$ cat src/rtl/core/spwf_pkg.sv
// shared types and constants of the staged port word fifo
package spwf_pkg;

  localparam int BUFFER_DEPTH = 8;
  localparam int CNT_W        = $clog2(BUFFER_DEPTH + 1);
  localparam int IDX_W        = (BUFFER_DEPTH > 1) ? $clog2(BUFFER_DEPTH) : 1;
  localparam int WORD_W       = 16;
  localparam int KIND_W       = 3;
  localparam int COUNT_OUT_W  = 4;

  typedef enum logic [KIND_W-1:0] {
    KIND_RX_PUSH  = 3'd0,
    KIND_TX_PUSH  = 3'd1,
    KIND_POP      = 3'd2,
    KIND_READ_OVF = 3'd3,
    KIND_TICK     = 3'd4
  } kind_t;

  typedef enum logic [1:0] {
    ST_IDLE,
    ST_EXEC,
    ST_OUT,
    ST_OUT_FULL
  } ctrl_state_t;

  // controller to datapath
  typedef struct packed {
    logic load;
    logic exec;
  } dp_cmd_t;

endpackage

$ cat src/rtl/core/spwf_ctrl.sv
// handshake controller: sequences load, execute and result transfer
module spwf_ctrl
  import spwf_pkg::*;
(
  input  logic    clk,
  input  logic    rst_n,
  input  logic    in_valid,
  output logic    in_stall,
  output logic    out_valid,
  input  logic    out_stall,
  output dp_cmd_t cmd
);

  ctrl_state_t state_r, state_nxt;
  logic        in_take;
  logic        out_take;

  always_ff @(posedge clk) begin
    if (!rst_n) begin
      state_r <= ST_IDLE;
    end else begin
      state_r <= state_nxt;
    end
  end

  always_comb begin
    in_stall  = !((state_r == ST_IDLE) || (state_r == ST_OUT));
    out_valid = (state_r == ST_OUT) || (state_r == ST_OUT_FULL);
    in_take   = in_valid && !in_stall;
    out_take  = out_valid && !out_stall;
    cmd.load  = in_take;
    cmd.exec  = (state_r == ST_EXEC);
    state_nxt = state_r;
    unique case (state_r)
      ST_IDLE: begin
        if (in_take) state_nxt = ST_EXEC;
      end
      ST_EXEC: begin
        state_nxt = ST_OUT;
      end
      ST_OUT: begin
        // next item may be taken while the result still waits
        if (in_take && out_take)       state_nxt = ST_EXEC;
        else if (in_take)              state_nxt = ST_OUT_FULL;
        else if (out_take)             state_nxt = ST_IDLE;
      end
      ST_OUT_FULL: begin
        if (out_take) state_nxt = ST_EXEC;
      end
      default: state_nxt = ST_IDLE;
    endcase
  end

  a_exec_only_after_load: assert property (@(posedge clk) disable iff (!rst_n)
    cmd.exec |-> $past(cmd.load) || $past(state_r == ST_OUT_FULL))
    else $error("execute without a loaded item");

  a_result_held_until_transfer: assert property (@(posedge clk) disable iff (!rst_n)
    out_valid && out_stall |=> out_valid)
    else $error("result dropped while stalled");

  a_no_load_over_pending: assert property (@(posedge clk) disable iff (!rst_n)
    state_r == ST_OUT_FULL |-> !cmd.load && !cmd.exec)
    else $error("item overwritten while one is pending");

endmodule

$ cat src/rtl/core/spwf_dpath.sv
// datapath: shift-register word store, counts, flags and result register
module spwf_dpath
  import spwf_pkg::*;
(
  input  logic                   clk,
  input  logic                   rst_n,
  input  dp_cmd_t                cmd,
  input  logic [KIND_W-1:0]      in_kind,
  input  logic [WORD_W-1:0]      in_data_word,
  output logic                   out_status,
  output logic [WORD_W-1:0]      out_word_out,
  output logic                   out_advanced,
  output logic                   out_overflow_seen,
  output logic                   out_busy_mark,
  output logic                   out_pending,
  output logic                   out_has_data,
  output logic                   out_has_free,
  output logic [COUNT_OUT_W-1:0] out_held_count,
  output logic [COUNT_OUT_W-1:0] out_ready_count
);

  logic [KIND_W-1:0] kind_r;
  logic [WORD_W-1:0] data_r;
  logic [WORD_W-1:0] words_r [BUFFER_DEPTH];
  logic [CNT_W-1:0]  count_r, count_nxt;
  logic [CNT_W-1:0]  rel_r, rel_nxt;
  logic              ovf_r, ovf_nxt;
  logic              busy_r, busy_nxt;
  logic              full;
  logic              do_push;
  logic              do_pop;
  logic              res_status;
  logic              res_adv;
  logic              res_ovf_seen;
  logic [IDX_W-1:0]  wr_idx;

  assign full   = (count_r == CNT_W'(BUFFER_DEPTH));
  assign wr_idx = count_r[IDX_W-1:0];

  always_comb begin
    count_nxt    = count_r;
    rel_nxt      = rel_r;
    ovf_nxt      = ovf_r;
    busy_nxt     = busy_r;
    res_status   = 1'b0;
    res_adv      = 1'b0;
    res_ovf_seen = 1'b0;
    do_push      = 1'b0;
    do_pop       = 1'b0;
    case (kind_r)
      KIND_RX_PUSH, KIND_TX_PUSH: begin
        if (!full) begin
          do_push   = 1'b1;
          count_nxt = count_r + CNT_W'(1);
          busy_nxt  = 1'b1;
        end else begin
          res_status = 1'b1;
          // only the receive side records overflow
          if (kind_r == KIND_RX_PUSH) ovf_nxt = 1'b1;
        end
      end
      KIND_POP: begin
        if (rel_r != '0) begin
          do_pop    = 1'b1;
          count_nxt = count_r - CNT_W'(1);
          rel_nxt   = rel_r - CNT_W'(1);
        end else begin
          res_status = 1'b1;
        end
      end
      KIND_READ_OVF: begin
        res_ovf_seen = ovf_r;
        ovf_nxt      = 1'b0;
      end
      KIND_TICK: begin
        if (rel_r < count_r) begin
          rel_nxt  = rel_r + CNT_W'(1);
          busy_nxt = 1'b0;
          res_adv  = 1'b1;
        end
      end
      default: ;
    endcase
  end

  // item capture
  always_ff @(posedge clk) begin
    if (cmd.load) begin
      kind_r <= in_kind;
      data_r <= in_data_word;
    end
  end

  // word store: append at the back, shift down by one on pop
  always_ff @(posedge clk) begin
    for (int i = 0; i < BUFFER_DEPTH; i++) begin
      if (cmd.exec && do_pop && (i < BUFFER_DEPTH - 1)) begin
        words_r[i] <= words_r[(i < BUFFER_DEPTH - 1) ? i + 1 : i];
      end else if (cmd.exec && do_push && (wr_idx == IDX_W'(i))) begin
        words_r[i] <= data_r;
      end
    end
  end

  always_ff @(posedge clk) begin
    if (!rst_n) begin
      count_r <= '0;
      rel_r   <= '0;
      ovf_r   <= 1'b0;
      busy_r  <= 1'b0;
    end else if (cmd.exec) begin
      count_r <= count_nxt;
      rel_r   <= rel_nxt;
      ovf_r   <= ovf_nxt;
      busy_r  <= busy_nxt;
    end
  end

  // result register
  always_ff @(posedge clk) begin
    if (cmd.exec) begin
      out_status        <= res_status;
      out_word_out      <= do_pop ? words_r[0] : '0;
      out_advanced      <= res_adv;
      out_overflow_seen <= res_ovf_seen;
      out_busy_mark     <= busy_nxt;
      out_pending       <= (rel_nxt < count_nxt);
      out_has_data      <= (rel_nxt != '0);
      out_has_free      <= (count_nxt != CNT_W'(BUFFER_DEPTH));
      out_held_count    <= COUNT_OUT_W'(count_nxt);
      out_ready_count   <= COUNT_OUT_W'(rel_nxt);
    end
  end

  a_released_within_held: assert property (@(posedge clk) disable iff (!rst_n)
    rel_r <= count_r)
    else $error("released count above held count");

  a_count_bounded: assert property (@(posedge clk) disable iff (!rst_n)
    count_r <= CNT_W'(BUFFER_DEPTH))
    else $error("held count above depth");

  a_pop_shrinks: assert property (@(posedge clk) disable iff (!rst_n)
    cmd.exec && do_pop |=> count_r == $past(count_r) - CNT_W'(1))
    else $error("pop did not remove a word");

endmodule

$ cat src/rtl/core/staged_port_word_fifo_unit.sv
// top level of the staged port word fifo
// Word FIFO of an emulated port: pushes append 16-bit words at the back of an
// eight-entry shift register, process ticks release held words one at a time,
// and a pop takes the front word only once it has been released. Every result
// carries the held and released counts and the status bits after the item.
// From input transfer to the earliest result transfer an item is captured, then
// executed in the datapath's execute state, after which the result register is offered.
// The next item is taken while a result waits; input is stalled only in the
// controller's execute state and while a result and a captured item both wait.
// Reset clears counts and flags synchronously.
module staged_port_word_fifo_unit
  import spwf_pkg::*;
(
  input  logic                   clk,
  input  logic                   rst_n,
  input  logic                   in_valid,
  output logic                   in_stall,
  input  logic [KIND_W-1:0]      in_kind,
  input  logic [WORD_W-1:0]      in_data_word,
  output logic                   out_valid,
  input  logic                   out_stall,
  output logic                   out_status,
  output logic [WORD_W-1:0]      out_word_out,
  output logic                   out_advanced,
  output logic                   out_overflow_seen,
  output logic                   out_busy_mark,
  output logic                   out_pending,
  output logic                   out_has_data,
  output logic                   out_has_free,
  output logic [COUNT_OUT_W-1:0] out_held_count,
  output logic [COUNT_OUT_W-1:0] out_ready_count
);

  dp_cmd_t cmd;

  spwf_ctrl u_ctrl (
    .clk       (clk),
    .rst_n     (rst_n),
    .in_valid  (in_valid),
    .in_stall  (in_stall),
    .out_valid (out_valid),
    .out_stall (out_stall),
    .cmd       (cmd)
  );

  spwf_dpath u_dpath (
    .clk               (clk),
    .rst_n             (rst_n),
    .cmd               (cmd),
    .in_kind           (in_kind),
    .in_data_word      (in_data_word),
    .out_status        (out_status),
    .out_word_out      (out_word_out),
    .out_advanced      (out_advanced),
    .out_overflow_seen (out_overflow_seen),
    .out_busy_mark     (out_busy_mark),
    .out_pending       (out_pending),
    .out_has_data      (out_has_data),
    .out_has_free      (out_has_free),
    .out_held_count    (out_held_count),
    .out_ready_count   (out_ready_count)
  );

endmodule
$ cat config.mk
export PLATFORM = sky130hd
export DESIGN_NAME = staged_port_word_fifo_unit
export DESIGN_NICKNAME = d
export VERILOG_FILES = /design/src/rtl/core/spwf_pkg.sv /design/src/rtl/core/spwf_ctrl.sv /design/src/rtl/core/spwf_dpath.sv /design/src/rtl/core/staged_port_word_fifo_unit.sv
export SDC_FILE = /design/constraint.sdc
export NUM_CORES = 1
export LEC_CHECK = 0
export BUFFER_PORTS_ARGS = -buffer_cell sky130_fd_sc_hd__buf_2
export CORE_AREA = 2 2 108 136
export DETAILED_ROUTE_END_ITERATION = 10
export DIE_AREA = 0 0 110 138
export PLACE_DENSITY_LB_ADDON = 0.05
export SLEW_MARGIN = 20
export SYNTH_ARGS = -nofsm -noshare
export SYNTH_HDL_FRONTEND = slang
export SYNTH_HIERARCHICAL = 1
export SYNTH_SLANG_ARGS = --single-unit
$ cat constraint.sdc
create_clock -name clk -period 4.6 [get_ports clk]
set_clock_uncertainty 0.1 [all_clocks]
set_input_delay 0.92 -clock clk [delete_from_list [all_inputs] [get_ports clk]]
set_output_delay 0.92 -clock clk [all_outputs]
set_load 0.01 [all_outputs]
# Word-level counts from Yosys, hierarchy flattened
# Memory sizes are Yosys's and may differ from the RTL's. A register that Yosys moved wholly into a read port is not among the register bits.
# Index checks and enable logic that the tools add are counted.
# totals
register_bits,46
ram_bits,128
memories,1
# mem_list
memory,words,word_bits,read_ports,rd_ports_with_merged_regs,wr,line_no,text
u_dpath.words_r,8,16,8,1,7,spwf_dpath.sv:24,logic [WORD_W-1:0] words_r [BUFFER_DEPTH];
# op_classes
addsub,4
n_lt_le_gt_ge,2
eq_ne,21
n_mux,61
bitwise,7
reduce_logical,28
# op_table
cell,n
16-bit two-way mux,8
1-bit two-way mux,37
4-bit two-way mux,4
4-bit case mux with 2 select lines,2
16-bit OR reduction,1
3-bit == test (second input constant),5
1-bit logical AND,13
3-bit by 2-bit == test with 1-bit output (second input constant),4
2-bit two-way mux,5
4-bit by 1-bit adder with 4-bit output (second input constant),2
4-bit < comparator,2
2-bit by 1-bit inequality test with 1-bit output (second input constant),4
2-bit case mux with 4 select lines,1
4-bit nonzero test,2
4-bit by 1-bit subtractor with 4-bit output (second input constant),2
1-bit OR,7
3-bit by 1-bit == test with 1-bit output (second input constant),2
3-bit logical NOT,2
1-bit case mux with 2 select lines,3
2-bit == test (second input constant),2
4-bit == test (second input constant),1
4-bit by 2-bit inequality test with 1-bit output (second input constant),1
4-bit inequality test (second input constant),1
4-bit AND reduction,1
other kinds (8),11

# Logic depth before layout (Yosys ltp)
# Gate-level depths: netlist of run 1.
# logic_depth
ltp_word,10
mapped_depth,12

# By module
# The synthesis of run 1 kept the hierarchy.
# modules_own_cells
mod,n_inst,cells_each,area_each_um2
spwf_dpath,1,475,7933.9
spwf_ctrl,1,28,234.0

# Worst setup path before layout of run 1
# OpenSTA, ideal clock, no wires.
# synth_timing
kind,reg-to-reg
startpoint,reg u_ctrl.state_r[1]
endpoint,mem u_dpath.words_r[0][0] (enable)
setup_ns,0.375
arrival_time_ns,2.958
required_ns,4.125
slack_ns,1.168
path_stages_with_launch,10
n_path_buf,3
synth_period_minus_slack_ns,3.432
path_cell_list,dfxtp_1 inv_1 ha_1 clkbuf_1 nand2_1 a211oi_1 and2_1 buf_2 buf_2 nand2b_1
# synth_lines
item,line_no,text
"start, declared",spwf_ctrl.sv:14,"ctrl_state_t state_r, state_nxt;"
"start signal, assigned",spwf_ctrl.sv:22,state_r <= state_nxt;
"end, declared",spwf_dpath.sv:24,

# Final worst setup path of run 1
# layout_timing
startpoint,reg u_dpath.rel_r[0]
endpoint,"reg u_dpath.out_pending, data pin"
# layout_via
elab_chain_len,4
elab_cells_between_ends,10
# layout_lines
item,line_no,text
"start, declared",spwf_dpath.sv:26,"logic [CNT_W-1:0] rel_r, rel_nxt;"
"start signal, assigned",spwf_dpath.sv:113,rel_r <= rel_nxt;
4-bit by 1-bit adder with 4-bit output (tied with other cells),spwf_dpath.sv:77,rel_nxt = rel_r + CNT_W'(1);
"4-bit two-way mux, on equally long branches","spwf_dpath.sv:76, spwf_dpath.sv:63",
4-bit case mux with 2 select lines,spwf_dpath.sv:50,case (kind_r)
4-bit < comparator (*),spwf_dpath.sv:127,out_pending <= (rel_nxt < count_nxt);
"end signal, assigned",spwf_dpath.sv:127,
"end, declared",spwf_dpath.sv:15,"output logic out_pending,"
# Every way passes the cells marked *; elsewhere a longest branch is shown, timed or not.
# A chain may end at the register's enable or synchronous reset.

==> impl_metrics.tcl, run 1 <==
set metrics [dict create \
    power.total_w 0.00427 \
    cts_tree "built" \
    die_height_um 138 \
    synth_area_leaders "edfxtp_1, mux2_2, ha_1" \
    drv_slew 0 \
    multi_input_area_mm2 0.00242 \
    start_util 0.582 \
    gr-total-overflow 0 \
    path_class "register to register" \
    drt_iter0_drc 275 \
    cp.required_ns 4.65 \
    synth.distinct_cells 57 \
    layout-drive-gt1-share 0.380 \
    hold_class "register to register" \
    grt_util_met2 0.348 \
    min_from "u_ctrl/state_r[0]" \
    num_antenna_cells 0 \
    nets 607 \
    cts_hold_buf 0 \
    clkTransAtPathRegs_ns 0.07 \
    powerDensity_mw_per_mm2 464 \
    endpoint_kind "register" \
    syn_nets 546 \
    cts_setup_buffers 0 \
    antenna_found_initial 0 \
    clkSinkCount 190 \
    setup_violations 0 \
    finalCritPeriodShare 0.721 \
    setup_tns_ns 0 \
    io-pin-count 56 \
    gp_congestion 0.838 \
    drtAntennaViolNets 0 \
    cp_max_fo 18 \
    worst_slack_ns 1.28 \
    dr.pass1.iters 4 \
    synth_top_area_share 0.654 \
    synth_top_area_cell "edfxtp_1" \
    clock_latency_ns 0.42 \
    syn_inst 503 \
    wl_per_cell_um 19.1 \
    cts_max_level 4 \
    grt_use_met3 0.0434 \
    grt_max_degree 50 \
    hold_viol_final 0 \
    synthArstFlopShare 0 \
    synth-main-ff-cell "edfxtp_1" \
    cts-root-buf "clkbuf_16" \
    ff2ff_setup_slack_ns 1.28 \
    yosysSeqAreaShare 0.684 \
    area_growth_syn_to_layout_pct 12.6 \
    die_area_mm2 0.0152 \
    hold_end "u_ctrl/state_r[0]" \
    grt_use_total 0.205 \
    grt_pass1_vias 4390 \
    worstPathArrival_ns 3.37 \
    dp_slack_ns 1.35 \
    hold-path-cell-count 2 \
    drt-total-wl_um 14400 \
    rsz0062_at_grt "no" \
    syn-cell-area_mm2 0.00817 \
    drc 0 \
    synth_edf_count 178 \
    fmax_mhz 301 \
    rows 49 \
    die_width_um 110 \
    hpwlAfterDp_um 9840 \
    core-area_mm2 0.0140 \
    cp-start-kind "register" \
    grt_pass1_wl_um 23400 \
    worst_pin_slew_ns 0.968 \
    relSlewSlack 0.355 \
    portBuffers 55 \
    period_minus_slack_ns 3.32 \
    yosys_warnings 6 \
    n_fill_cell 1009 \
    peakVddDrop_mv 0.327 \
    reg2reg_depth 10 \
    place_area_mm2 0.00862 \
    clock_path_buffers 2 \
    rr_startpoint "u_dpath/rel_r[0]" \
    num_vias 4328 \
    top_usage_layer "met2" \
    stdcell_area_mm2 0.00920 \
    vias_per_cell 5.74 \
    regArea_mm2 0.00559 \
    cap_violations 0 \
    numCtsBuffers 17 \
    gr-usage-met1 0.259 \
    ys_seq_elements 190 \
    leakagePower_nw 3.37 \
    syn_area_per_cell_um2 16.2 \
    whs_ns 0.429 \
    cts_resized 0 \
    r2r_end "u_dpath/out_pending" \
    outcome "finished clean" \
]
## metrics by stage
| step | utilization | std cells |
|---|---|---|
| final | 0.655 | 754 |
| after global routing | 0.655 | 754 |
| after detailed placement | 0.614 | 723 |
| after global placement | 0.614 | 723 |
| after CTS | 0.655 | 754 |
| after floorplan | - | 503 |
## per-layer routing
metal,vias to the layer above,wire (um)
li1,2059,-
met1,2170,6000
met2,81,7750
met3,18,421
met4,0,259
met5,-,0
## sequential cells by signal, indices dropped and copies added, names as in the netlist, 2 cells and up
signal and count:
u_dpath/out_word_out 16, u_dpath/words_r 128, u_dpath/kind_r 3, u_dpath/data_r 16, u_ctrl/state_r 2, u_dpath/out_ready_count 4, u_dpath/out_held_count 4, u_dpath/count_r 4
u_dpath/rel_r 4
## kinds of logic after synthesis
logic type / count (synthesis) / share of synthesized area
buf+inv: 39 / 0.0214
flops: 190 / 0.684
compound gates: 51 / 0.0423
xor+xnor: 3 / 0.00322
mux: 115 / 0.158
fa+ha+maj: 20 / 0.0306
simple gates: 85 / 0.0604
## synth_stat cells (all sizes together) (2+ instances only)
library cell	count
a21oi	11
a221oi	2
nand3	6
mux2i	2
inv	18
and3	16
nor2b	2
nor2	8
ha	20
o21ai	13
nor3b	3
mux2	113
nor3	2
a21boi	3
and2	6
nand2	21
xnor2	3
dfxtp	12
or4	2
and3b	2
o211ai	4
or2	3
o21ba	2
o21a	2
edfxtp	178
clkbuf	15
a211oi	4
nand4	6
buf	6
## worst max-delay path, stage by stage (launching register included)
cell and delay [ns]:
dfxtp_1 0.48, inv_1 0.10, ha_1 0.24, or3b_1 0.48, and2_4 0.29, a221oi_1 0.10, a311oi_1 0.58, ha_1 0.29
o21ai_0 0.10, a22oi_1 0.19, o21ai_0 0.10
## report_power, final
part           total [W]  switching, W  internal [W]
sequential       0.00221      0.000110       0.00210
combinational   0.000646      0.000407      0.000240
clock            0.00141      0.000610      0.000801
## worst max-delay path by stage
stage                       from               endpoint  slack, ns
6_report        u_dpath/rel_r[0]    u_dpath/out_pending       1.28
5_1_grt         u_dpath/rel_r[0]    u_dpath/out_pending       0.91
4_1_cts         u_dpath/rel_r[0]    u_dpath/out_pending       1.33
3_5_place_dp    u_dpath/rel_r[0]    u_dpath/out_pending       1.35
3_3_place_gp    u_dpath/rel_r[0]    u_dpath/out_pending       1.47
2_1_floorplan  u_ctrl/state_r[1]  u_dpath/words_r[0][0]       1.17
## final cells by class
type                    instances  area share
flip-flops and latches        190       0.607
multi-input cells             274       0.263
clock buffers                  18      0.0467
repair buffers                 63      0.0365
well taps                     178      0.0242
clock inverters                13      0.0150
inverters                      18     0.00735
## cell usage in the layout, fill, tap and decap left out, types with 5 or more instances in the layout
cell type  instances
edfxtp_1         178
mux2_2           112
buf_2             55
nand2_1           21
ha_1              19
inv_1             18
clkbuf_16         17
o21ai_0           13
dfxtp_1           12
a21oi_1           11
and3_1            10
buf_4              8
nor2_1             8
nand4_1            6
nand3_1            6
and3_2             6
inv_6              5
No activity file was read; power rests on OpenSTA's default activity.
==> inputs of run 2 (changes only) <==
--- a/config.mk
+++ b/config.mk
@@ -5,6 +5,7 @@
 export SDC_FILE = /design/constraint.sdc
 export NUM_CORES = 1
 export LEC_CHECK = 0
+export ABC_AREA = 1
 export BUFFER_PORTS_ARGS = -buffer_cell sky130_fd_sc_hd__buf_2
 export CORE_AREA = 2 2 108 136
 export DETAILED_ROUTE_END_ITERATION = 10
==> constraint.sdc (replaced) <==
create_clock -name clk -period 3.4 [get_ports clk]
set_clock_uncertainty 0.1 [all_clocks]
set_input_delay 0.68 -clock clk [delete_from_list [all_inputs] [get_ports clk]]
set_output_delay 0.68 -clock clk [all_outputs]
set_load 0.01 [all_outputs]
==> run 2 against run 1 <==
Register-to-register slack got worse by 0.53 ns. Critical path depth fell by 3. Count of clock-buffer cells in the layout fell by 1. Synthesized area rose by 0.43%. Routed wire length fell by 8.8%. Setup slack got worse by 0.53 ns. Largest power group unchanged. Via count rose by 15%.
==> impl_metrics.tcl, run 2 <==
set metrics [dict create \
    outcome "finished clean" \
    portBuffers 55 \
    synth_top_area_share 0.652 \
    drc 0 \
    synthArstFlopShare 0 \
    yosysMostFrequentCell "edfxtp_1" \
    leakagePower_nw 3.78 \
    clkTransAtPathRegs_ns 0.07 \
    hold_class "input pin to register" \
    clock_latency_ns 0.42 \
    clkSinkCount 190 \
    fmax_mhz 377 \
    antenna_found_initial 0 \
    cts_resized 0 \
    area_growth_syn_to_layout_pct 11.1 \
    endpoint_kind "register" \
    finalCritPeriodShare 0.780 \
    clock_path_buffers 2 \
    rows 49 \
    die_area_mm2 0.0152 \
    start_util 0.584 \
    grt_pass1_wl_um 21800 \
    worst_slack_ns 0.748 \
    peakVddDrop_mv 0.561 \
    worstPathArrival_ns 2.61 \
    path_class "register to register" \
    io-pin-count 56 \
    synth.distinct_cells 35 \
    slowest_delay_ns 0.55 \
    n_fill_cell 1028 \
    gr-total-overflow 0 \
    crit_path_cell_trace "inv_2 > ha_1 > nand3_2 > nand2_2 > inv_1 > nand2_1 > nand2_1" \
    synth_area_leaders "edfxtp_1, nand2_1, o21ai_0" \
    cts-root-buf "clkbuf_16" \
    regMostFlops "u_dpath/words_r" \
    core-area_mm2 0.0140 \
    cts_hold_buf 0 \
    yosysSeqAreaShare 0.681 \
    synth_edf_count 178 \
    drv_slew 0 \
    nets 808 \
    syn-cell-area_mm2 0.00820 \
    syn_area_per_cell_um2 11.6 \
    die_height_um 138 \
    hpwlAfterDp_um 9600 \
    setup_tns_ns 0 \
    grt_use_total 0.185 \
    cts_setup_buffers 0 \
    powerDensity_mw_per_mm2 764 \
    die_width_um 110 \
    layout-drive-gt1-share 0.165 \
    cts_tree "built" \
    grt_max_degree 41 \
    dr.pass1.iters 5 \
    cp_max_fo 20 \
    synth_top_area_cell "edfxtp_1" \
    syn_nets 752 \
    layout_common_cells "edfxtp_1, nand2_1, inv_1" \
    synth-main-ff-cell "edfxtp_1" \
    ys_seq_elements 190 \
    numCtsBuffers 17 \
    reg2reg_depth 7 \
    gp_congestion 0.884 \
    cts_max_level 4 \
    worst_pin_slew_ns 0.689 \
    period_minus_slack_ns 2.65 \
    vias_per_cell 5.21 \
    cap_violations 0 \
    dp_slack_ns 0.756 \
    synth_commonest_cells "edfxtp_1, nand2_1, inv_1, o21ai_0, o21ai_1" \
    syn_inst 709 \
    drt_iter0_drc 335 \
    cpMostUsedCell "nand2_1" \
    num_antenna_cells 0 \
    rsz0062_at_grt "no" \
    relSlewSlack 0.540 \
    setup_violations 0 \
    slowest_stage "nand2_1" \
    largest_reg_flops 128 \
    cp.required_ns 3.35 \
    wl_per_cell_um 13.8 \
    yosys_warnings 6 \
    grt_pass1_vias 4672 \
    num_vias 4980 \
    hold-path-cell-count 1 \
    drt-total-wl_um 13200 \
    final_common_cell "edfxtp_1" \
    reg_top3 "u_dpath/words_r: 128 flops, u_dpath/data_r: 16 flops, u_dpath/out_word_out: 16 flops" \
    drtAntennaViolNets 0 \
    hold_viol_final 0 \
    cp-start-kind "register" \
]
run 2: cell count changes in the layout (fill, tap and decap cells not counted), sizes merged, moves of 4 or more:
cell / delta
nand2: +147
o21ai: +119
mux2: -113
inv: +71
nor2: +25
and3: -16
nand3: +9
and2: -6
a211oi: -4
a21oi: +4
run 2: where the power goes:
| group | total (W) | switching (W) | leakage (nW) | internal, W |
|---|---|---|---|---|
| logic | 0.00183 | 0.00126 | 1.79 | 0.000564 |
| clock network | 0.00185 | 0.000886 | 0.265 | 0.000961 |
| registers | 0.00329 | 0.000185 | 1.73 | 0.00310 |
run 2: logic make-up after synthesis:
| kind of cell | synth area share |
|---|---|
| fa+ha+maj | 0.0305 |
| simple gates | 0.115 |
| xor+xnor | 0.00320 |
| flops | 0.681 |
| buf+inv | 0.0659 |
| compound gates | 0.105 |
run 2: layout make-up:
class                   instances  area (um2)  area share
inverters                      87         332      0.0364
well taps                     178         223      0.0244
clock buffers                  17         425      0.0467
repair buffers                 64         343      0.0376
flip-flops and latches        190        5590       0.613
multi-input cells             405        2080       0.228
clock inverters                14         126      0.0139
run 2: routing by layer:
layer,part of all wire,global-route usage
met1,0.44,0.243
met2,0.50,0.305
met3,0.047,0.0387
met5,0,0
met4,0.0084,0.0593
run 2: worst paths after layout:
path / from / end / slack [ns]
worst max-delay path: u_dpath/rel_r[0] / u_dpath/words_r[6][5] / 0.75
worst min-delay path: in_data_word[10] / u_dpath/data_r[10] / 0.33
worst max register to register: u_dpath/rel_r[0] / u_dpath/words_r[6][5] / 0.75
worst min register to register: u_dpath/data_r[0] / u_dpath/words_r[7][0] / 0.35
run 2: through the flow:
step           cells  hold WS [ns]  power (W)  utilization  area [um2]
3_3_place_gp     924         0.336    0.00511        0.610        8560
2_1_floorplan    709         0.326    0.00462            -        8200
4_1_cts          955         0.312    0.00701        0.649        9110
5_1_grt          955         0.305    0.00740        0.649        9110
6_report         955         0.326    0.00696        0.649        9110
3_5_place_dp     924         0.336    0.00517        0.610        8560
run 2: critical path: cells and delay by family, from the launching register on:
family | cells | cell delay [ns]
and+or+nand+nor | 4 | 1.14
DFF | 1 | 0.48
adders and majority gates | 1 | 0.24
buffers and inverters | 2 | 0.31
==> inputs of run 3 (changes only) <==
--- a/config.mk
+++ b/config.mk
@@ -7,9 +7,9 @@
 export LEC_CHECK = 0
 export ABC_AREA = 1
 export BUFFER_PORTS_ARGS = -buffer_cell sky130_fd_sc_hd__buf_2
-export CORE_AREA = 2 2 108 136
+export CORE_AREA = 2 2 114 143
 export DETAILED_ROUTE_END_ITERATION = 10
-export DIE_AREA = 0 0 110 138
+export DIE_AREA = 0 0 116 145
 export PLACE_DENSITY_LB_ADDON = 0.05
 export SLEW_MARGIN = 20
 export SYNTH_ARGS = -nofsm -noshare
==> constraint.sdc (replaced) <==
create_clock -name clk -period 2.3 [get_ports clk]
set_clock_uncertainty 0.1 [all_clocks]
set_input_delay 0.46 -clock clk [delete_from_list [all_inputs] [get_ports clk]]
set_output_delay 0.46 -clock clk [all_outputs]
set_load 0.01 [all_outputs]
==> run 3 against run 2 <==
Worst hold slack lost 0.22 ns. Die area grew 11%. Sequential power grew 46%. Combinational power grew 73%. Core utilization fell by 3.6 points. Setup slack worse by 0.66 ns. Final area up 3.9%. Critical path type unchanged. Largest power group unchanged. Highest routed layer unchanged.
==> impl_metrics.tcl, run 3 (synthesis results as in run 2) <==
set metrics [dict create \
    top_usage_layer "met2" \
    gp_congestion 0.935 \
    portBuffers 55 \
    critPathBufInv 4 \
    area_growth_syn_to_layout_pct 15.5 \
    hold-path-cell-count 1 \
    slowest_delay_ns 0.35 \
    numCtsBuffers 17 \
    endpoint_kind "register" \
    worstPathArrival_ns 2.29 \
    layout_common_cells "edfxtp_1, nand2_1, inv_1" \
    drtAntennaViolNets 0 \
    die_height_um 145 \
    fmax_mhz 452 \
    clock_latency_ns 0.43 \
    num_antenna_cells 0 \
    nets 827 \
    outcome "finished clean" \
    setup_tns_ns 0 \
    wl_per_cell_um 13.5 \
    path_class "register to register" \
    drv_slew 0 \
    cts_hold_buf 0 \
    dr.pass1.iters 6 \
    hold_end "u_dpath/data_r[6]" \
    ff2ff_setup_slack_ns 0.09 \
    gr-usage-met1 0.222 \
    num_vias 5092 \
    cp-start-kind "register" \
    worst_pin_slew_ns 0.722 \
    drt-total-wl_um 13500 \
    io-pin-count 56 \
    hold_viol_final 0 \
    instances_no_fill 1007 \
    clock_path_buffers 2 \
    grt_use_total 0.173 \
    regMostFlops "u_dpath/words_r" \
    grt_use_met3 0.0372 \
    largest_reg_flops 128 \
    grt_pass1_vias 4856 \
    slowest_stage "dfxtp_2" \
    cts_max_level 4 \
    rr_startpoint "u_dpath/rel_r[1]" \
    hpwlAfterDp_um 9950 \
    layout-drive-gt1-share 0.208 \
    die_width_um 116 \
    drt_iter0_drc 325 \
    rows 51 \
    cts-root-buf "clkbuf_16" \
    relSlewSlack 0.518 \
    clkSinkCount 190 \
    die_area_mm2 0.0168 \
    grt_max_degree 41 \
    setup_violations 0 \
    start_util 0.531 \
    min_from "in_data_word[6]" \
    cp.required_ns 2.38 \
    period_minus_slack_ns 2.21 \
    cp_max_fo 6 \
    final_common_cell "edfxtp_1" \
    reg_top3 "u_dpath/words_r: 128 flops, u_dpath/data_r: 16 flops, u_dpath/out_word_out: 16 flops" \
    hold_class "input pin to register" \
    peakVddDrop_mv 0.582 \
    gr-total-overflow 0 \
    core-area_mm2 0.0154 \
    grt_pass1_wl_um 22700 \
    antenna_found_initial 0 \
    powerDensity_mw_per_mm2 1130 \
    crit_path_cell_trace "inv_1 > ha_2 > nand3_2 > nand2_4 > inv_1 > a31oi_1 > o21ai_1 > nand2_1 > inv_1 > ha_4 > nand2_1 > inv_1 > a21oi_2" \
    clkTransAtPathRegs_ns 0.07 \
    cpLargestDelayFamily "adder cells" \
    cpMostUsedCell "inv_1" \
    cts_tree "built" \
    leakagePower_nw 3.91 \
    rsz0062_at_grt "yes" \
    dp.cells 977 \
    grt_util_met2 0.282 \
    reg2reg_depth 13 \
    drc 0 \
    finalCritPeriodShare 0.962 \
    vias_per_cell 5.06 \
    r2r_end "u_dpath/out_pending" \
    cap_violations 0 \
]
## run 3: cell types whose count changed in the layout (fill, tap and decap cells not counted), moves of 4 or more
| cell | previous run | this run |
|---|---|---|
| buf_4 | 9 | 23 |
| nand2_1 | 165 | 157 |
| buf_12 | 0 | 5 |
| nand2_4 | 0 | 5 |
| dfxtp_1 | 12 | 8 |
| dfxtp_2 | 0 | 4 |
| ha_1 | 19 | 15 |
## run 3: power breakdown
| part | switching, W | leakage (nW) | internal, W |
|---|---|---|---|
| clock | 0.00125 | 0.264 | 0.00150 |
| combinational | 0.00205 | 1.92 | 0.00111 |
| sequential | 0.000207 | 1.73 | 0.00459 |
## run 3: repair_timing
action | 4_1_cts | 5_1_grt
hold endpoints to repair | 0 | 0
resized for setup | 0 | 15
buffers inserted | 0 | 0
setup endpoints to repair | 0 | 6
## run 3: metal layers
metal  vias to the layer above  part of all wire
met3                        18             0.041
li1                       2575                 -
met4                         0             0.018
met5                         -                 0
met2                       108              0.50
met1                      2391              0.44
## run 3: how the worst max path moves through the flow
stage | start | to | slack (ns) | cells past startpoint
final | u_dpath/rel_r[1] | u_dpath/out_pending | 0.09 | 13
after global routing | u_dpath/kind_r[0] | u_dpath/out_pending | -0.02 | 12
after CTS | u_dpath/rel_r[3] | u_dpath/out_pending | 0.04 | 12
after detailed placement | u_dpath/rel_r[3] | u_dpath/out_pending | 0.07 | 13
after global placement | u_dpath/rel_r[3] | u_dpath/out_pending | 0.12 | 13
after floorplan | u_ctrl/state_r[1] | u_dpath/words_r[7][0] | -0.20 | 7
## run 3: cell type report
class                      instances  area [um2]
timing repair buffer              83         548
fill                            1214        5970
clock buffer                      17         425
sequential                       190        5590
multi-input combinational        405        2180
inverter                          87         332
tap                              212         265
clock inverter                    13         131
## run 3: worst register-to-register path: cells and delay by family, from the launching register on
kind | cells | cell delay, ns
DFF | 1 | 0.35
and+or+nand+nor | 4 | 0.39
adders and majority gates | 2 | 0.47
AOI/OAI and AO/OA | 3 | 0.34
buffers and inverters | 4 | 0.31
## run 3: metrics by stage
stage	total power (W)	utilization	instance area, um2	setup slack, ns	hold slack (ns)
after detailed placement	0.00791	0.574	8860	0.0684	0.335
after global routing	0.0114	0.613	9470	-0.0193	0.0799
after global placement	0.00782	0.574	8860	0.116	0.334
after CTS	0.0107	0.610	9410	0.0444	0.0825
after floorplan	0.00686	-	8250	-0.203	0.326
final	0.0107	0.613	9470	0.0872	0.102
